==> config.mk <==
export PLATFORM = sky130hd
export DESIGN_NAME = sgs_draw
export DESIGN_NICKNAME = d
export VERILOG_FILES = /design/src/sgs_pkg.sv /design/src/sgs_draw.sv
export SDC_FILE = /design/constraint.sdc
export NUM_CORES = 2
export LEC_CHECK = 0
export ABC_AREA = 1
export BUFFER_PORTS_ARGS = -buffer_cell sky130_fd_sc_hd__buf_2
export CAP_MARGIN = 10
export CORE_MARGIN = 4
export CORE_UTILIZATION = 40
export CTS_BUF_LIST = sky130_fd_sc_hd__clkbuf_2
export DETAILED_ROUTE_END_ITERATION = 10
export GPL_TIMING_DRIVEN = 0
export PLACE_DENSITY_LB_ADDON = 0.08
export REMOVE_ABC_BUFFERS = 1
export SETUP_SLACK_MARGIN = 0.1
export SYNTH_ARGS = -nofsm -noshare
export SYNTH_HDL_FRONTEND = slang
export SYNTH_SLANG_ARGS = --single-unit
==> constraint.sdc <==
create_clock -name clk -period 12.7 [get_ports clk]
set_clock_uncertainty 0.1 [all_clocks]
set_input_delay 1.27 -clock clk [delete_from_list [all_inputs] [get_ports clk]]
set_output_delay 1.27 -clock clk [all_outputs]
set_load 0.02 [all_outputs]
==> src/sgs_pkg.sv <==
// ----------------------------------------------------------------------------
// sgs_pkg: shared types and constants for the servo gesture slew sequencer
// Gesture codes, register indexes, field widths and the draw table used to
// reduce raw random words to lo + raw mod span.
// ----------------------------------------------------------------------------
package sgs_pkg;

  localparam int TIME_W  = 32;   // millisecond timestamps
  localparam int RAW_W   = 31;   // raw random words
  localparam int IVL_W   = 16;   // step interval registers
  localparam int ANGLE_W = 8;
  localparam int CFG_W   = 16;   // widest register
  localparam int IDX_W   = 2;

  // Reciprocal reduction: quotient estimate is (raw * floor(2^RAW_W / span)) >> RAW_W,
  // which is the true quotient or one less, so the remainder estimate is below
  // twice the span and fits in RED_W bits.
  localparam int RCP_W  = 26;
  localparam int RED_W  = 14;
  localparam int DRAW_W = 14;

  typedef enum logic [2:0] {
    MODE_IDLE     = 3'd0,
    MODE_ANSWER   = 3'd1,
    MODE_SAD      = 3'd2,
    MODE_HAPPY    = 3'd3,
    MODE_STANDBY  = 3'd4,
    MODE_WAKE_NOD = 3'd5,
    MODE_THINKING = 3'd6,
    MODE_SWEEP    = 3'd7
  } mode_t;

  typedef enum logic [IDX_W-1:0] {
    REG_MODE       = 2'd0,
    REG_STEP_IVL   = 2'd1,
    REG_ANSWER_IVL = 2'd2,
    REG_SAD_IVL    = 2'd3
  } reg_idx_t;

  localparam logic [IVL_W-1:0] IVL_RESET = IVL_W'(20);

  localparam logic [ANGLE_W-1:0] CENTRE   = ANGLE_W'(90);
  localparam logic [ANGLE_W-1:0] SWAY_HI  = ANGLE_W'(110);
  localparam logic [ANGLE_W-1:0] SWAY_LO  = ANGLE_W'(80);
  localparam logic [ANGLE_W-1:0] NOD_UP   = ANGLE_W'(120);
  localparam logic [ANGLE_W-1:0] NOD_DOWN = ANGLE_W'(60);
  localparam logic [TIME_W-1:0]  NOD_DWELL_MS = TIME_W'(1000);

  typedef struct packed {
    logic [DRAW_W-1:0] lo;
    logic [RED_W-1:0]  span;
    logic [RCP_W-1:0]  rcp;
  } draw_cfg_t;

  localparam logic [RCP_W-1:0] RCP_5001 = RCP_W'((64'd1 << RAW_W) / 64'd5001);
  localparam logic [RCP_W-1:0] RCP_3001 = RCP_W'((64'd1 << RAW_W) / 64'd3001);
  localparam logic [RCP_W-1:0] RCP_2001 = RCP_W'((64'd1 << RAW_W) / 64'd2001);
  localparam logic [RCP_W-1:0] RCP_1001 = RCP_W'((64'd1 << RAW_W) / 64'd1001);
  localparam logic [RCP_W-1:0] RCP_181  = RCP_W'((64'd1 << RAW_W) / 64'd181);
  localparam logic [RCP_W-1:0] RCP_121  = RCP_W'((64'd1 << RAW_W) / 64'd121);
  localparam logic [RCP_W-1:0] RCP_91   = RCP_W'((64'd1 << RAW_W) / 64'd91);
  localparam logic [RCP_W-1:0] RCP_61   = RCP_W'((64'd1 << RAW_W) / 64'd61);

  localparam draw_cfg_t DC_5000_10001 = '{DRAW_W'(5000), RED_W'(5001), RCP_5001};
  localparam draw_cfg_t DC_7000_10001 = '{DRAW_W'(7000), RED_W'(3001), RCP_3001};
  localparam draw_cfg_t DC_2000_3001  = '{DRAW_W'(2000), RED_W'(1001), RCP_1001};
  localparam draw_cfg_t DC_1000_2001  = '{DRAW_W'(1000), RED_W'(1001), RCP_1001};
  localparam draw_cfg_t DC_3000_5001  = '{DRAW_W'(3000), RED_W'(2001), RCP_2001};
  localparam draw_cfg_t DC_45_136     = '{DRAW_W'(45),   RED_W'(91),   RCP_91};
  localparam draw_cfg_t DC_60_121     = '{DRAW_W'(60),   RED_W'(61),   RCP_61};
  localparam draw_cfg_t DC_30_151     = '{DRAW_W'(30),   RED_W'(121),  RCP_121};
  localparam draw_cfg_t DC_0_181      = '{DRAW_W'(0),    RED_W'(181),  RCP_181};

  // Move-delay draw per gesture; gestures other than idle and answer share the default entry.
  function automatic draw_cfg_t dly_cfg(mode_t m);
    draw_cfg_t c;
    unique case (m)
      MODE_IDLE:   c = DC_5000_10001;
      MODE_ANSWER: c = DC_7000_10001;
      default:     c = DC_2000_3001;
    endcase
    return c;
  endfunction

  function automatic draw_cfg_t tgt_cfg(mode_t m);
    draw_cfg_t c;
    unique case (m)
      MODE_IDLE:     c = DC_45_136;
      MODE_THINKING: c = DC_30_151;
      MODE_SWEEP:    c = DC_0_181;
      default:       c = DC_60_121;
    endcase
    return c;
  endfunction

  function automatic draw_cfg_t dwl_cfg(mode_t m);
    draw_cfg_t c;
    unique case (m)
      MODE_IDLE:     c = DC_2000_3001;
      MODE_THINKING: c = DC_3000_5001;
      MODE_SWEEP:    c = DC_3000_5001;
      default:       c = DC_1000_2001;
    endcase
    return c;
  endfunction

endpackage

==> src/sgs_draw.sv <==
// ----------------------------------------------------------------------------
// sgs_draw: random draw reduction
// Two register stages turning a raw word into lo + raw mod span: a reciprocal
// multiply for the quotient estimate, then a narrow multiply-subtract and one
// correcting subtract.
// ----------------------------------------------------------------------------
module sgs_draw import sgs_pkg::*; (
  input  logic              clk,
  input  logic              load_mul,
  input  logic              load_red,
  input  logic [RAW_W-1:0]  raw,
  input  draw_cfg_t         cfg,
  output logic [DRAW_W-1:0] draw
);

  logic [RAW_W+RCP_W-1:0] prod;
  logic [RCP_W-1:0]       quo;
  logic [RED_W-1:0]       raw_lo;
  logic [2*RED_W-1:0]     qd;
  logic [RED_W-1:0]       rem_est;
  logic [RED_W-1:0]       rem;
  logic [DRAW_W-1:0]      draw_next;

  assign prod = {{RCP_W{1'b0}}, raw} * {{RAW_W{1'b0}}, cfg.rcp};

  always_ff @(posedge clk) begin
    if (load_mul) begin
      quo    <= prod[RAW_W+RCP_W-1:RAW_W];
      raw_lo <= raw[RED_W-1:0];
    end
  end

  // remainder estimate lies in [0, 2*span), so low bits are enough
  always_comb begin
    qd        = {{RED_W{1'b0}}, quo[RED_W-1:0]} * {{RED_W{1'b0}}, cfg.span};
    rem_est   = raw_lo - qd[RED_W-1:0];
    rem       = (rem_est >= cfg.span) ? rem_est - cfg.span : rem_est;
    draw_next = cfg.lo + DRAW_W'(rem);
  end

  always_ff @(posedge clk) begin
    if (load_red) begin
      draw <= draw_next;
    end
  end

endmodule

==> results by group <==
Setup path
  • CP Data Required Time: 12860 ps
  • Startpoint types: input pin
  • Crit path kind: in -> reg
  • Reg2reg end: draw[13]
  • Critical-path maximum fanout: 20
  • R2R cell count: 37
  • Reg-to-reg setup timing slack: 4130 ps
  • Worst Path Buf+Inv: 8
  • Worst EP arrival: 9180 ps
  • Reg2reg start: quo[3]
  • Max incr delay on CP: 580 ps
  • Worst setup path start: cfg[26]
  • Slowest cell on crit path: fa_1
  • CP delay by family, top: adder cells
  • Crit end category: flop

Clock network
  • Clock slew at reported path FFs: about 230 ps
  • H-Tree Depth: 2
  • Root Driver: clkbuf_2
  • Longest Clk Path Bufs: 2
  • Clk sinks: 42
  • CTS tree: built
  • Later-pin clock latency in the skew report: 490 ps
  • Post-CTS Setup Bufs: 0
  • CTS Buf Count: 5
  • Post-CTS sizing: 0
  • Post-CTS Hold Buffers: 0

Yosys
  • Synthesized instance count: 3723
  • Ranking of synthesized cells by area: fa_1 48%, inv_1 14%, nand2_1 13%
  • Ys flop type: edfxtp_1
  • Synth warnings: 0
  • Yosys top cell by area: fa_1
  • Sequential share of the synthesized area: 4.31%
  • Synth Register Bits: 42
  • Ys async rst share: 0%
  • Synth top area share: 48.1%
  • Syn Area/Cell: 7.87 um2
  • Post-synth EDFFs: 42
  • Post-synth cell types: 44
  • Mapped cell area: 29300 um2

Routing
  • Number of nets with antenna violations after routing: 0
  • Drt first-iter violations: 1152
  • DR WL/cell: 17.1 um
  • Vias: 21840
  • DRC viols: 0
  • Vias per cell: 4.74
  • DRT Pass-1 Iters: 5
  • Drt total wl: 78.7 mm

Cells and area
  • Final Util: 42.2%
  • Fill cell total of the finished layout: about 7500
  • Share of cells above drive strength 1: 3.80%
  • Area Growth Syn to Fin: 3.74%
  • # nets final: 4658
  • Register area: about 1300 um2
  • Multi-input logic area: 23100 um2
  • Finished layout cell area: 30400 um2

Floorplanning
  • Die H: 279 um
  • Row cnt: between 90 and 100
  • Initial Utilization: 40.7%
  • Core Region: 72000 um2
  • Die X: 279 um
  • Die Area: around 78000 um2
  • Io pins: 102

Worst hold path
  • Worst hold stages: 3
  • HP Class: reg -> reg
  • Worst Hold End: draw[0]
  • HP Start: raw_lo[1]

Global route
  • Initial antenna violation count: 1
  • First-pass GRT wire length: 130 mm
  • Grt ovf: 0
  • Total GRT Usage: 21.0%
  • Vias in the first global route: 23463
  • Pin count of the biggest net entering global routing: 32

STA
  • Final Max Slew Viols: 0
  • Slew @ Worst Pin: 957 ps
  • Fin crit period: 9030 ps
  • Slew margin rel.: 36.2%
  • RSZ-0062 raised after global routing: false
  • Final Worst Setup Slack: 3670 ps
  • Setup Viol. Count Final: 0
  • Setup TNS: 0 ps
  • Max Clock Freq: 111 MHz
  • Fin. Hold Viols: 0
  • Crit share post-route: a little under three quarters

Place
  • DP HPWL: around 60 mm
  • Placer Congestion: 0.859
  • Port bufs: 101
  • Area after DPL: 30300 um2
  • Place WS: roughly 3100 ps

Run status
  • Status: finished, final reports clean

Job
  • Max Cap Violations: 0
-- worst max-delay path by stage --
stage                          end  slack, ps  cells past startpoint
final                     draw[13]       3670                     33
after global routing      draw[11]       3180                     32
after CTS                 draw[13]       3630                     33
after detailed placement  draw[13]       3100                     33
after global placement    draw[13]       3110                     33
after floorplan           draw[11]       4490                     36
-- stage by stage --
| stage | std cells | hold WS [ps] |
|---|---|---|
| 3_3_place_gp | 4601 | 841 |
| 5_1_grt | 4610 | 911 |
| 2_1_floorplan | 3550 | 699 |
| 3_5_place_dp | 4601 | 834 |
| 4_1_cts | 4609 | 888 |
| 6_report | 4610 | 861 |
-- layer usage --
| metal | up-vias | part of all wire, % | GRT usage [%] | wire, um |
|---|---|---|---|---|
| met5 | - | 0 | 0 | 0 |
| met1 | 10998 | 46 | 29.8 | 36100 |
| li1 | 10324 | - | - | - |
| met3 | 47 | 4.2 | 1.57 | 3320 |
| met4 | 0 | 0.95 | 2.13 | 751 |
| met2 | 471 | 49 | 36.9 | 38600 |
-- worst reg2reg max path, delay by kind of cell (launching register included) --
family	cells	cell delay, ps
fa+ha+maj	9	3860
compound gates	8	1470
simple gates	9	1100
buf+inv	10	880
flops	1	720
xor+xnor	1	180
-- Yosys cell counts, types with 7 or more instances --
cell,number
inv_1,1117
nand2_1,1038
fa_1,703
ha_1,209
clkbuf_1,147
a21oi_1,92
nor2_1,77
o21ai_0,51
nand3_1,48
xor2_1,46
edfxtp_1,42
xnor2_1,24
buf_2,10
nand2_2,10
o21ai_1,10
nand4_1,9
nor3_1,9
buf_1,8
buf_4,7
o21a_1,7
-- cell families (layout without fill, tap and decap cells) --
kind of cell,Yosys count,in the layout,share of synthesized area (%)
flops,42,42,4.31
simple gates,1212,1212,16.2
buf+inv,1296,1232,16.8
xor+xnor,71,71,2.15
compound gates,189,189,3.56
mux,1,1,0.0342
fa+ha+maj,912,912,57.0
other cells,0,1,0
-- placed cells by master, fill, tap and decap left out, types with 9 or more instances in the layout --
master    Yosys  final
nand2_2      10     10
o21ai_0      51     51
inv_1      1117   1117
o21ai_1      10     10
edfxtp_1     42     42
xnor2_1      24     24
nand2_1    1038   1038
a21oi_1      92     92
buf_2        10    101
xor2_1       46     46
nor3_1        9      9
nor2_1       77     77
fa_1        703    703
nand4_1       9      9
ha_1        209    209
nand3_1      48     48
-- state kept, by name, summed over array words and instances, names as in the netlist --
signal,cells
draw,14
quo,14
raw_lo,14
-- final cells by class --
class | instances | area share (%)
multi-input cells | 2385 | 76.1
inverters | 1123 | 13.9
flip-flops and latches | 42 | 4.15
well taps | 950 | 3.91
repair buffers | 101 | 1.66
clock inverters | 3 | 0.227
clock buffers | 5 | 0.0824
diodes | 1 | 0.00824
Power is left out: the tool's default activity adds up to more than one toggle a clock period on the data nets, which glitch-free logic cannot reach.
